$ cat src/rtl/tjc_pkg.sv
// ----------------------------------------------------------------------------
// tjc_pkg: shared types and constants of the tilt joystick conditioner
// Item structs, register indexes, field widths and divider constants.
// ----------------------------------------------------------------------------
package tjc_pkg;

  // default history depth
  localparam int unsigned WindowDefault = 7;

  // field widths
  localparam int unsigned SampleW = 16;
  localparam int unsigned TiltW   = 9;
  localparam int unsigned QuotW   = 8;   // |accel| / 166 stays below 256
  localparam int unsigned CfgIdxW = 2;
  localparam int unsigned CfgW    = 16;

  // divide by 166: multiply by 394, shift 16, then one correction step
  localparam int unsigned TiltDivisor = 166;
  localparam int unsigned RecipMul    = 394;
  localparam int unsigned RecipW      = 9;
  localparam int unsigned RecipShift  = 16;

  // register reset values
  localparam logic [1:0]         OrientReset = 2'd0;
  localparam logic [7:0]         DeadReset   = 8'd5;
  localparam logic               InvReset    = 1'b0;
  localparam logic [CfgW-1:0]    ThreshReset = 16'd16000;

  // orientation codes (anything else picks z)
  localparam logic [1:0] OrientX = 2'd0;
  localparam logic [1:0] OrientY = 2'd1;

  typedef enum logic [CfgIdxW-1:0] {
    CFG_ORIENTATION = 2'd0,
    CFG_DEAD_ANGLE  = 2'd1,
    CFG_INVERT      = 2'd2,
    CFG_THRESHOLD   = 2'd3
  } cfg_idx_e;

  typedef struct packed {
    logic signed [SampleW-1:0] accel_x;
    logic signed [SampleW-1:0] accel_y;
    logic signed [SampleW-1:0] accel_z;
    logic signed [SampleW-1:0] gyro_x;
    logic signed [SampleW-1:0] gyro_y;
    logic signed [SampleW-1:0] gyro_z;
  } in_item_t;

  typedef struct packed {
    logic signed [TiltW-1:0] tilt;
    logic [SampleW-1:0]      wobble;
    logic                    attacking;
  } out_item_t;

  // controller to datapath
  typedef struct packed {
    logic load;      // capture selected axis of the incoming item
    logic mul;       // reciprocal multiply
    logic fix;       // quotient correction
    logic dz;        // dead zone and history write
    logic scan;      // one median/max candidate
    logic out_load;  // fill the output register
  } cmd_t;

  // datapath to controller
  typedef struct packed {
    logic scan_last;
  } status_t;

endpackage

$ cat src/rtl/tilt_joystick_conditioner_top.sv
// ----------------------------------------------------------------------------
// tilt_joystick_conditioner_top: tilt joystick conditioner
// Median-filtered, dead-zoned tilt and gyro wobble from six-axis samples.
// ----------------------------------------------------------------------------
// Usage:
//   Input channel in_valid_i / in_stall_o / in_data_i carries one six-axis
//   sample per item; an item is taken on a clock edge with valid high and
//   stall low. Every item gives exactly one result item on out_valid_o /
//   out_stall_i / out_data_o (tilt, wobble, attacking).
//   Config registers are written through cfg_we_i / cfg_idx_i / cfg_data_i
//   (0 orientation, 1 dead angle, 2 invert, 3 attack threshold). The user
//   must write them only while no item is in flight; the block does not enforce it.
//   Steps: the accepting edge captures the item, then come a reciprocal
//   multiply, a quotient correction, the dead zone and history write, one
//   rank scan step per held history entry and the output load, after
//   which result valid rises; the scan is shorter while the history is
//   still filling. One item is in work at a time: the input reopens the
//   cycle after the output load, so the next item is not taken before
//   the last one has reached the output register.
//   Reset clears the ring pointer, fill count and the config registers to
//   their defaults; there is no clearing pass. A result waits in the output
//   register while the receiver stalls; the next item is taken meanwhile
//   and the block holds its finished result until the register frees up.
// ----------------------------------------------------------------------------
module tilt_joystick_conditioner_top
  import tjc_pkg::*;
#(
  parameter int unsigned WINDOW = WindowDefault
) (
  input  logic               clk_i,
  input  logic               rst_ni,
  input  logic               in_valid_i,
  output logic               in_stall_o,
  input  in_item_t           in_data_i,
  output logic               out_valid_o,
  input  logic               out_stall_i,
  output out_item_t          out_data_o,
  input  logic               cfg_we_i,
  input  logic [CfgIdxW-1:0] cfg_idx_i,
  input  logic [CfgW-1:0]    cfg_data_i
);

  cmd_t    cmd;
  status_t status;

  // sequencer
  tjc_ctrl u_ctrl (
    .clk_i       (clk_i),
    .rst_ni      (rst_ni),
    .in_valid_i  (in_valid_i),
    .in_stall_o  (in_stall_o),
    .out_valid_o (out_valid_o),
    .out_stall_i (out_stall_i),
    .status_i    (status),
    .cmd_o       (cmd)
  );

  // arithmetic and history
  tjc_datapath #(
    .WINDOW (WINDOW)
  ) u_datapath (
    .clk_i      (clk_i),
    .rst_ni     (rst_ni),
    .in_data_i  (in_data_i),
    .cmd_i      (cmd),
    .status_o   (status),
    .cfg_we_i   (cfg_we_i),
    .cfg_idx_i  (cfg_idx_i),
    .cfg_data_i (cfg_data_i),
    .out_data_o (out_data_o)
  );

endmodule

$ cat src/rtl/tjc_ctrl.sv
// ----------------------------------------------------------------------------
// tjc_ctrl: sequencer of the tilt joystick conditioner
// Steps one item through divide, dead zone, window scan and output load.
// ----------------------------------------------------------------------------
module tjc_ctrl
  import tjc_pkg::*;
(
  input  logic    clk_i,
  input  logic    rst_ni,
  input  logic    in_valid_i,
  output logic    in_stall_o,
  output logic    out_valid_o,
  input  logic    out_stall_i,
  input  status_t status_i,
  output cmd_t    cmd_o
);

  typedef enum logic [2:0] {
    S_IDLE,
    S_MUL,
    S_FIX,
    S_DZ,
    S_SCAN,
    S_OUT
  } state_e;

  state_e state_q;
  logic   out_valid_q;

  assign in_stall_o  = (state_q != S_IDLE);
  assign out_valid_o = out_valid_q;

  // command decode
  always_comb begin
    cmd_o          = '0;
    cmd_o.load     = (state_q == S_IDLE) && in_valid_i;
    cmd_o.mul      = (state_q == S_MUL);
    cmd_o.fix      = (state_q == S_FIX);
    cmd_o.dz       = (state_q == S_DZ);
    cmd_o.scan     = (state_q == S_SCAN);
    cmd_o.out_load = (state_q == S_OUT) && (!out_valid_q || !out_stall_i);
  end

  // state and output valid
  always_ff @(posedge clk_i or negedge rst_ni) begin
    if (!rst_ni) begin
      state_q     <= S_IDLE;
      out_valid_q <= 1'b0;
    end else begin
      if (cmd_o.out_load) begin
        out_valid_q <= 1'b1;
      end else if (!out_stall_i) begin
        out_valid_q <= 1'b0;
      end
      case (state_q)
        S_IDLE: begin
          if (in_valid_i) state_q <= S_MUL;
        end
        S_MUL:  state_q <= S_FIX;
        S_FIX:  state_q <= S_DZ;
        S_DZ:   state_q <= S_SCAN;
        S_SCAN: begin
          if (status_i.scan_last) state_q <= S_OUT;
        end
        S_OUT: begin
          if (cmd_o.out_load) state_q <= S_IDLE;
        end
        default: state_q <= S_IDLE;
      endcase
    end
  end

  // an accepted item keeps the input side closed next cycle
  a_accept_busy: assert property (@(posedge clk_i) disable iff (!rst_ni)
    in_valid_i && !in_stall_o |=> in_stall_o)
    else $error("input open right after an accepted item");

  // loading the output register raises valid
  a_load_valid: assert property (@(posedge clk_i) disable iff (!rst_ni)
    cmd_o.out_load |=> out_valid_o)
    else $error("output valid missing after load");

  // no load over a result that is still stalled
  a_no_overwrite: assert property (@(posedge clk_i) disable iff (!rst_ni)
    out_valid_o && out_stall_i |-> !cmd_o.out_load)
    else $error("output register overwritten while stalled");

endmodule

$ cat src/rtl/tjc_datapath.sv
// ----------------------------------------------------------------------------
// tjc_datapath: arithmetic and history of the tilt joystick conditioner
// Axis select, divide by 166, dead zone, history rings, rank scan for the
// median and running max of the gyro history, config and output registers.
// ----------------------------------------------------------------------------
module tjc_datapath
  import tjc_pkg::*;
#(
  parameter int unsigned WINDOW = WindowDefault
) (
  input  logic               clk_i,
  input  logic               rst_ni,
  input  in_item_t           in_data_i,
  input  cmd_t               cmd_i,
  output status_t            status_o,
  input  logic               cfg_we_i,
  input  logic [CfgIdxW-1:0] cfg_idx_i,
  input  logic [CfgW-1:0]    cfg_data_i,
  output out_item_t          out_data_o
);

  localparam int unsigned IdxW = (WINDOW > 1) ? $clog2(WINDOW) : 1;
  localparam int unsigned CntW = $clog2(WINDOW + 1);
  localparam int unsigned ProdW = SampleW + RecipW;

  // configuration
  logic [1:0]      orient_q;
  logic [7:0]      dead_q;
  logic            invert_q;
  logic [CfgW-1:0] thresh_q;

  // per-item pipeline registers
  logic                      sign_q;
  logic [SampleW-1:0]        mag_q;
  logic signed [SampleW-1:0] gyr_q;
  logic [QuotW-1:0]          q0_q;
  logic [QuotW-1:0]          quot_q;

  // history rings and control
  logic signed [TiltW-1:0]   twin_q [WINDOW];
  logic signed [SampleW-1:0] gwin_q [WINDOW];
  logic [IdxW-1:0]           slot_q;
  logic [CntW-1:0]           fill_q;
  logic [IdxW-1:0]           idx_q;

  // scan results
  logic signed [TiltW-1:0]   med_q;
  logic signed [SampleW-1:0] gmax_q;
  out_item_t                 out_q;

  // combinational
  logic signed [SampleW-1:0] acc_sel, gyr_sel;
  logic [ProdW-1:0]          prod;
  logic [SampleW:0]          rem;
  logic [QuotW-1:0]          tmag;
  logic [TiltW-1:0]          tilt_new;
  logic signed [TiltW-1:0]   cand;
  logic [WINDOW-1:0]         less_m, le_m;
  logic [CntW-1:0]           less_cnt, le_cnt, k;
  logic [SampleW-1:0]        wob;
  logic [TiltW-1:0]          tilt_out;

  // config writes
  always_ff @(posedge clk_i or negedge rst_ni) begin
    if (!rst_ni) begin
      orient_q <= OrientReset;
      dead_q   <= DeadReset;
      invert_q <= InvReset;
      thresh_q <= ThreshReset;
    end else if (cfg_we_i) begin
      case (cfg_idx_e'(cfg_idx_i))
        CFG_ORIENTATION: orient_q <= cfg_data_i[1:0];
        CFG_DEAD_ANGLE:  dead_q   <= cfg_data_i[7:0];
        CFG_INVERT:      invert_q <= cfg_data_i[0];
        CFG_THRESHOLD:   thresh_q <= cfg_data_i;
        default: ;
      endcase
    end
  end

  // axis select, code 3 falls to z
  always_comb begin
    case (orient_q)
      OrientX: begin
        acc_sel = in_data_i.accel_x;
        gyr_sel = in_data_i.gyro_x;
      end
      OrientY: begin
        acc_sel = in_data_i.accel_y;
        gyr_sel = in_data_i.gyro_y;
      end
      default: begin
        acc_sel = in_data_i.accel_z;
        gyr_sel = in_data_i.gyro_z;
      end
    endcase
  end

  // divider: reciprocal estimate undershoots by at most one
  assign prod = ProdW'(mag_q) * ProdW'(RecipMul);
  assign rem  = {1'b0, mag_q} - (SampleW + 1)'(q0_q * TiltDivisor);

  // dead zone: magnitude at or below the half width drops to zero
  always_comb begin
    tmag     = (quot_q > dead_q) ? (quot_q - dead_q) : '0;
    tilt_new = sign_q ? (TiltW'(0) - TiltW'(tmag)) : TiltW'(tmag);
  end

  // rank of the current candidate among the held entries
  assign cand = twin_q[idx_q];
  assign k    = fill_q >> 1;
  always_comb begin
    for (int j = 0; j < WINDOW; j++) begin
      if (CntW'(j) < fill_q) begin
        less_m[j] = (twin_q[j] < cand);
        le_m[j]   = (twin_q[j] <= cand);
      end else begin
        less_m[j] = 1'b0;
        le_m[j]   = 1'b0;
      end
    end
    less_cnt = CntW'($countones(less_m));
    le_cnt   = CntW'($countones(le_m));
  end

  assign status_o.scan_last = (CntW'(idx_q) == (fill_q - 1'b1));

  // output formatting
  assign tilt_out = invert_q ? (TiltW'(0) - TiltW'(med_q)) : TiltW'(med_q);
  assign wob      = gmax_q[SampleW-1] ? (SampleW'(0) - SampleW'(gmax_q))
                                      : SampleW'(gmax_q);

  // item pipeline and scan registers
  always_ff @(posedge clk_i) begin
    if (cmd_i.load) begin
      sign_q <= acc_sel[SampleW-1];
      mag_q  <= acc_sel[SampleW-1] ? (SampleW'(0) - SampleW'(acc_sel))
                                   : SampleW'(acc_sel);
      gyr_q  <= gyr_sel;
    end
    if (cmd_i.mul) q0_q <= prod[RecipShift +: QuotW];
    if (cmd_i.fix) begin
      quot_q <= q0_q + QuotW'(rem >= (SampleW + 1)'(TiltDivisor));
    end
    if (cmd_i.dz) begin
      twin_q[slot_q] <= tilt_new;
      gwin_q[slot_q] <= gyr_q;
    end
    if (cmd_i.scan) begin
      if ((less_cnt <= k) && (le_cnt > k)) med_q <= cand;
      if ((idx_q == '0) || (gwin_q[idx_q] > gmax_q)) gmax_q <= gwin_q[idx_q];
    end
    if (cmd_i.out_load) begin
      out_q.tilt      <= tilt_out;
      out_q.wobble    <= wob;
      out_q.attacking <= (wob > thresh_q);
    end
  end

  // ring pointer, fill count, scan index
  always_ff @(posedge clk_i or negedge rst_ni) begin
    if (!rst_ni) begin
      slot_q <= '0;
      fill_q <= '0;
      idx_q  <= '0;
    end else begin
      if (cmd_i.dz) begin
        slot_q <= (slot_q == IdxW'(WINDOW - 1)) ? '0 : slot_q + 1'b1;
        if (fill_q != CntW'(WINDOW)) fill_q <= fill_q + 1'b1;
        idx_q <= '0;
      end else if (cmd_i.scan && !status_o.scan_last) begin
        idx_q <= idx_q + 1'b1;
      end
    end
  end

  assign out_data_o = out_q;

  // a history write always leaves at least one held entry
  a_fill_nonzero: assert property (@(posedge clk_i) disable iff (!rst_ni)
    cmd_i.dz |=> fill_q != '0)
    else $error("fill count zero after history write");

  // the scan stays inside the held entries
  a_scan_range: assert property (@(posedge clk_i) disable iff (!rst_ni)
    cmd_i.scan |-> CntW'(idx_q) < fill_q)
    else $error("scan index beyond held entries");

  // fill count grows by one per write until full
  a_fill_step: assert property (@(posedge clk_i) disable iff (!rst_ni)
    cmd_i.dz && fill_q != CntW'(WINDOW) |=> fill_q == $past(fill_q) + 1'b1)
    else $error("fill count did not advance");

endmodule

$ cat config.mk
export PLATFORM = sky130hd
export DESIGN_NAME = tilt_joystick_conditioner_top
export DESIGN_NICKNAME = d
export VERILOG_FILES = /design/src/rtl/tjc_pkg.sv /design/src/rtl/tilt_joystick_conditioner_top.sv /design/src/rtl/tjc_ctrl.sv /design/src/rtl/tjc_datapath.sv
export SDC_FILE = /design/constraint.sdc
export NUM_CORES = 1
export LEC_CHECK = 0
export BUFFER_PORTS_ARGS = -buffer_cell sky130_fd_sc_hd__buf_2
export CAP_MARGIN = 5
export CORE_ASPECT_RATIO = 1.4
export CORE_MARGIN = 5
export CORE_UTILIZATION = 50
export DETAILED_ROUTE_END_ITERATION = 7
export HOLD_SLACK_MARGIN = 0.06
export MAX_ROUTING_LAYER = met4
export PLACE_DENSITY = 0.71
export SYNTH_ARGS = -nofsm -noshare
export SYNTH_HDL_FRONTEND = slang
export SYNTH_SLANG_ARGS = --single-unit
$ cat constraint.sdc
create_clock -name clk_i -period 6.3 [get_ports clk_i]
set_clock_uncertainty 0.1 [all_clocks]
set_input_delay 1.26 -clock clk_i [delete_from_list [all_inputs] [get_ports clk_i]]
set_output_delay 1.26 -clock clk_i [all_outputs]
set_load 0.03 [all_outputs]
# After elaboration in Yosys (flattened, before gate mapping)
# Memories as Yosys holds them, arrays and structs flattened.
# Index checks and enable logic that the tools add are counted.
classes:
  eq_ne: 16
  order_cmp: 27
  bitwise: 0
  shifts: 0
  mul: 2
  reduce_logical: 23
  muxes: 32
  n_div: 0
  n_addsub: 23
op_table:
  columns: ["cell", "n"]
  rows:
  - ["$pmux 16 s2", 2]
  - ["$le 9x9->1", 7]
  - ["$lt 9x9->1", 7]
  - ["$gt 16x16->1", 2]
  - ["$sub 1x16->16 const A", 2]
  - ["$mul 16x8->23 const B", 1]
  - ["$mux 1", 18]
  - ["$mux 3", 6]
  - ["$mux 9", 2]
  - ["$pmux 3 s6", 1]
  - ["$ge 17x8->1 const B", 1]
  - ["$sub 16x16->17", 1]
  - ["$mux 16", 1]
  - ["$mul 8x7->15 const B", 1]
  - ["$mux 15", 1]
  - ["$reduce_and 2->1", 7]
  - ["$add 1x1->2", 6]
  - ["$add 3x3->3", 4]
  - ["$add 3x1->3 const B", 3]
  - ["$eq 3x3->1 const B", 3]
  - ["$lt 3x3->1 const A", 3]
  - ["$sub 1x8->9 const A", 1]
  - ["$sub 1x9->9 const A", 1]
  - ["$add 8x1->8", 1]
  - ["25 further kinds", 41]
word_totals:
  rom_bits: 0
  ff_bits: 140
  word_cells: 145
  output_inout_bits: 28
  latch_bits: 0
  ramBits: 175
  n_memories: 2
memory_table:
  columns: ["name", "words", "width", "read_ports", "rd_clocked_by_memory_dff", "wr", "line_no", "rtl"]
  rows:
  - ["u_datapath.gwin_q", 7, 16, 1, 0, 1, "tjc_datapath.sv:41", "logic signed [SampleW-1:0] gwin_q [WINDOW];"]
  - ["u_datapath.twin_q", 7, 9, 8, 0, 1, "tjc_datapath.sv:40", "logic signed [TiltW-1:0] twin_q [WINDOW];"]

# Depth between registers and ports, before layout
# An unclocked memory read counts as a cell.
depth:
  word_depth: 9
  mapped_depth: 27

# By module
# Synthesis repeated with hierarchy kept, for this count alone.
hier_totals:
  cells_unflattened: 1595
  area_unflattened_um2: 19774.0
modules_own_cells:
  columns: ["mod", "n_inst", "cells_per_inst", "seq_area_each_um2", "area_per_inst_um2"]
  rows:
  - ["tjc_datapath", 1, 1570, 9439.1, 19558.8]
  - ["tjc_ctrl", 1, 25, 100.1, 215.2]

# Least setup slack after synthesis
# No wires, ideal clock.
synth_timing:
  path_kind: "register to register"
  from: "register u_datapath.idx_q[0]"
  to: "register u_datapath.med_q[0], enable pin"
  path_slack_ns: -0.202
  path_buffers: 2
  path_stages_with_launch: 21
  synth_period_minus_slack_ns: 6.502
  arrival_time_ns: 6.003
  path_cell_list: "dfrtp_1 > clkbuf_1 > buf_2 > mux4_2 > mux2i_1 > ha_1 > nor2b_1 > o21a_1 > o21a_1 > o21bai_1 > a21boi_0 > o21ai_0 > and2_1 > ha_1 > fa_1 > ha_1 > fa_1 > ha_1 > a21oi_1 > a21oi_1 > nor4_1"
synth_via:
  elab_chain_cells: 9
  elab_cells_between_ends: 45
  classes_between: "add/sub (12); order compare (16); mux (14); reduce/logical (2); memory (1)"
synth_rtl:
  columns: ["element", "line_no", "rtl"]
  rows:
  - ["start, declared", "tjc_datapath.sv:44", "logic [IdxW-1:0] idx_q;"]
  - ["start signal, assigned", "tjc_datapath.sv:172", "idx_q <= idx_q + 1'b1;"]
  - ["$mem_v2 7x9 *", null, null]
  - ["$lt 9x9->1 / $le 9x9->1 (equally long branches)", "tjc_datapath.sv:115, tjc_datapath.sv:116", null]
  - ["$mux 1", "tjc_datapath.sv:114", "if (CntW'(j) < fill_q) begin"]
  - ["$add 1x1->2, on equally long branches", "tjc_datapath.sv:122, tjc_datapath.sv:123", null]
  - ["$add 3x3->3 (not written as such), or another cell as far along", "tjc_datapath.sv:122", "less_cnt = CntW'($countones(less_m));"]
  - ["$add 3x3->3, on equally long branches", "tjc_datapath.sv:122, tjc_datapath.sv:123", null]
  - ["$le 3x2->1 / $gt 3x2->1 (equally long branches)", "tjc_datapath.sv:150", "if ((less_cnt <= k) && (le_cnt > k)) med_q <= cand;"]
  - ["$logic_and 1x1->1 *", "tjc_datapath.sv:150", null]
  - ["$reduce_and 2->1 (no source line) *", null, null]
  - ["end signal, assigned", "tjc_datapath.sv:150", null]
  - ["end, declared", "tjc_datapath.sv:47", "logic signed [TiltW-1:0] med_q;"]
# Mark *: on every way between the ends. The rest lies on a longest branch, timed or not.
# A chain may end at the register's enable or synchronous reset.

# Worst setup path in the final report
layout_timing:
  from: "register u_datapath.q0_q[3]"
  to: "register u_datapath.quot_q[6], data pin"
layout_via:
  elab_chain_cells: 4
layout_rtl:
  columns: ["element", "line_no", "rtl"]
  rows:
  - ["start, declared", "tjc_datapath.sv:36", "logic [QuotW-1:0] q0_q;"]
  - ["start signal, assigned", "tjc_datapath.sv:141", "if (cmd_i.mul) q0_q <= prod[RecipShift +: QuotW];"]
  - ["$mul 8x7->15", "tjc_datapath.sv:101", "assign rem = {1'b0, mag_q} - (SampleW + 1)'(q0_q * TiltDivisor);"]
  - ["$sub 16x16->17", "tjc_datapath.sv:101", null]
  - ["$ge 17x8->1", "tjc_datapath.sv:143", "quot_q <= q0_q + QuotW'(rem >= (SampleW + 1)'(TiltDivisor));"]
  - ["$add 8x1->8 *", "tjc_datapath.sv:143", null]
  - ["end signal, assigned", "tjc_datapath.sv:143", null]
  - ["end, declared", "tjc_datapath.sv:37", "logic [QuotW-1:0] quot_q;"]
# Marks and branches as above.

==> reports/metrics.yaml <==
run_status:
  status: "finished, final reports clean"
routing:
  wire_per_inst_um: 19.1
  drtAntennaViolNets: 0
  avgViaCountPerCell: 5.62
  drt-total-wl_um: 45700
  firstDrtPassIters: 5
  drc_errors: 0
  dr_total_vias: 13438
  drtIter0Drc: 660
global_route:
  grt_max_degree: 64
  met1_usage_pct: 23.5
  grt_pass1_wl_um: 72300
  grt_usage_pct: 20.8
  grt_overflow_total: 0
  busiest_layer: "met2"
  grt_pass1_vias: 13864
  use_met2_pct: 39.0
  antenna_found_initial: 0
  use_met3_pct: 2.16
synth:
  synthCells: 1661
  ys.flop_type: "edfxtp_1"
  synth-async-reset-ratio_pct: 12.3
  ys_ff_latch: 324
  synth_compound_area_share_pct: 8.84
  yosys.area_share.simple_pct: 7.98
  muxShareOfSynthArea_pct: 9.49
  synth_fa_ha_area_share_pct: 18.8
  syn_avg_cell_area_um2: 12.1
  synth_cell_types: 74
  synth_edf_count: 284
  netlist_area_um2: 20200
  synth-seq-area-share_pct: 47.3
  synth-xor-area-share_pct: 3.43
  yosys_warnings: 0
  synth_top_family_by_area: "adder cells"
  syn_nets: 2063
setup_path:
  crit_slowest_cell: "or4b_4"
  r2r_start: "u_datapath.q0_q[3]"
  critPathLaunch: "u_datapath.q0_q[3]"
  critPathKind: "flip-flop to flip-flop"
  required_ns: 6.54
  cp.arrival_ns: 6.27
  cp-start-kind: "flip-flop"
  reg2regPathDepth: 26
  endpoint_kind: "flip-flop"
  path_max_fanout: 4
  critPathMaxStageDelay_ns: 0.56
  crit_path_frequent_cell: "inv_1"
final_layout:
  final_cell_mix: "284 x edfxtp_1, 245 x ha_1, 175 x inv_1"
  layout-area-overhead-vs-synth_pct: 13.0
  fin_nets: 2236
  drive_gt1_share_pct: 19.3
  antenna_cells: 0
  fillerInstances: 3388
  layout_commonest_cell: "edfxtp_1"
timing:
  final_hold_viol_count: 0
  timing.final.ws_setup_ns: 0.275
  final-setup-viol-count: 0
  slew_viol_final: 0
  tightest_slew_ns: 1.13
  slew_headroom_pct: 24.1
  period_minus_slack_ns: 6.03
  max_freq_ghz: 0.166
  rsz0062_at_grt: "no"
  fin_crit_sh_pct: 95.6
hold_path:
  hold_path.class: "flip-flop to flip-flop"
  hp-start: "u_datapath.med_q[0]"
  holdPathStages: 0
die:
  design.core.area_um2: 40100
  chipWidth_um: 180
  start_util_pct: 50.4
  rows: 87
  pin_count: 147
  dieArea_um2: 44500
  die_h_um: 248
clock_tree:
  clkTransAtPathRegs_ns: 0.07
  cts_tree: "yes"
  cts_root_buf: "clkbuf_16"
  clock_latency_ns: 0.58
  tritoncts.num_buffers: 30
  clockBufferDepth: 3
  htreeDepth: 1
  clock_sinks: 324
run:
  max_cap_viol_count: 0
placement:
  dpl.hpwl_um: 34700
  gp_congestion: 0.932
  dp_slack_ns: -0.0456
  place.port_buffers: 146
[logic make-up (layout without fill, tap and decap cells)]
logic type               Yosys count  after routing
AND/OR/NAND/NOR                  332            332
flip-flops                       324            324
AO/OA/AOI/OAI                    287            287
adder cells (fa/ha/maj)          283            283
buffers and inverters            217            414
multiplexers                     139            139
XOR/XNOR                          79             79
[synth_stat cells (8+ instances only)]
| cell | n | area (um2) |
|---|---|---|
| nand2b_1 | 11 | 68.8 |
| xor2_1 | 27 | 236 |
| nor3_1 | 11 | 55.1 |
| mux2_2 | 44 | 495 |
| inv_1 | 175 | 657 |
| dfrtp_1 | 32 | 801 |
| nand4_1 | 26 | 163 |
| buf_2 | 10 | 50.1 |
| o21a_1 | 26 | 195 |
| dfstp_2 | 8 | 210 |
| mux2i_1 | 57 | 571 |
| nor3b_1 | 8 | 60.1 |
| xnor2_1 | 52 | 455 |
| a31oi_1 | 16 | 100 |
| mux4_2 | 34 | 766 |
| o31ai_1 | 11 | 82.6 |
| a21o_1 | 26 | 195 |
| fa_1 | 33 | 661 |
| clkbuf_1 | 24 | 90.1 |
| ha_1 | 250 | 3130 |
| o21ai_0 | 93 | 465 |
| nand3_1 | 13 | 65.1 |
| and2_1 | 9 | 56.3 |
| edfxtp_1 | 284 | 8530 |
| nor2b_1 | 18 | 113 |
| nor2_1 | 91 | 342 |
| or3_1 | 9 | 56.3 |
| nand2_1 | 106 | 398 |
| a21oi_1 | 64 | 320 |
[stage by stage]
| step | hold slack, ns | cell area [um2] | setup TNS (ns) | instances | util, % |
|---|---|---|---|---|---|
| 6_report | 0.377 | 22800 | 0 | 2392 | 56.9 |
| 5_1_grt | 0.397 | 22800 | 0 | 2392 | 56.9 |
| 4_1_cts | 0.380 | 22700 | 0 | 2389 | 56.6 |
| 3_5_place_dp | 0.364 | 21700 | -0.0660 | 2333 | 54.2 |
| 3_3_place_gp | 0.357 | 21700 | 0 | 2333 | 54.2 |
| 2_1_floorplan | 0.343 | 20200 | 0 | 1661 | - |
[timing repair]
action,in CTS,in global routing
resized for setup,1,12
hold endpoints to repair,0,0
hold buffers,0,0
setup buffers,0,3
setup endpoints to repair,3,8
pin swaps,0,11
[critical path, delay by kind of cell, from the launching register on]
kind,cells,cell delay [ns]
buf+inv,4,0.20
xor+xnor,2,0.20
fa+ha+maj,8,2.54
simple gates,8,1.46
compound gates,4,0.86
flops,1,0.44
[per-layer routing]
metal	wire, um	vias up
met1	17900	6584
met3	1930	91
met5	0	-
li1	-	6430
met2	24500	333
met4	1320	0
[area by class of cell]
cell class / count / area [um2] / share of cell area, %
timing repair buffer: 182 / 1000 / 4.39
clock buffer: 33 / 762 / 3.34
inverter: 176 / 661 / 2.90
sequential: 324 / 9550 / 41.9
clock inverter: 23 / 225 / 0.988
tap: 534 / 668 / 2.93
multi-input combinational: 1120 / 9930 / 43.6
[registers in the layout (all words and copies together) (netlist names)]
register	count
u_ctrl.out_valid_o	1
u_ctrl.state_q	3
u_datapath.dead_q	8
u_datapath.fill_q	3
u_datapath.gmax_q	16
u_datapath.gwin_q	112
u_datapath.gyr_q	16
u_datapath.idx_q	3
u_datapath.invert_q	1
u_datapath.mag_q	16
u_datapath.med_q	9
u_datapath.orient_q	2
u_datapath.out_data_o	26
u_datapath.q0_q	8
u_datapath.quot_q	8
u_datapath.sign_q	1
u_datapath.slot_q	3
u_datapath.thresh_q	16
u_datapath.twin_q	72
[worst paths after layout]
kind,to,slack (ns)
max in group asynchronous,u_datapath.idx_q[0],4.74
worst max-delay path,u_datapath.quot_q[6],0.27
min in group asynchronous,u_ctrl.out_valid_o,0.71
worst min-delay path,u_datapath.out_data_o[17],0.38
worst max register to register,u_datapath.quot_q[6],0.27
worst min register to register,u_datapath.out_data_o[17],0.38
Power is not shown: default switching activity piles up to over one toggle a cycle in this logic, so the estimate is an artifact.
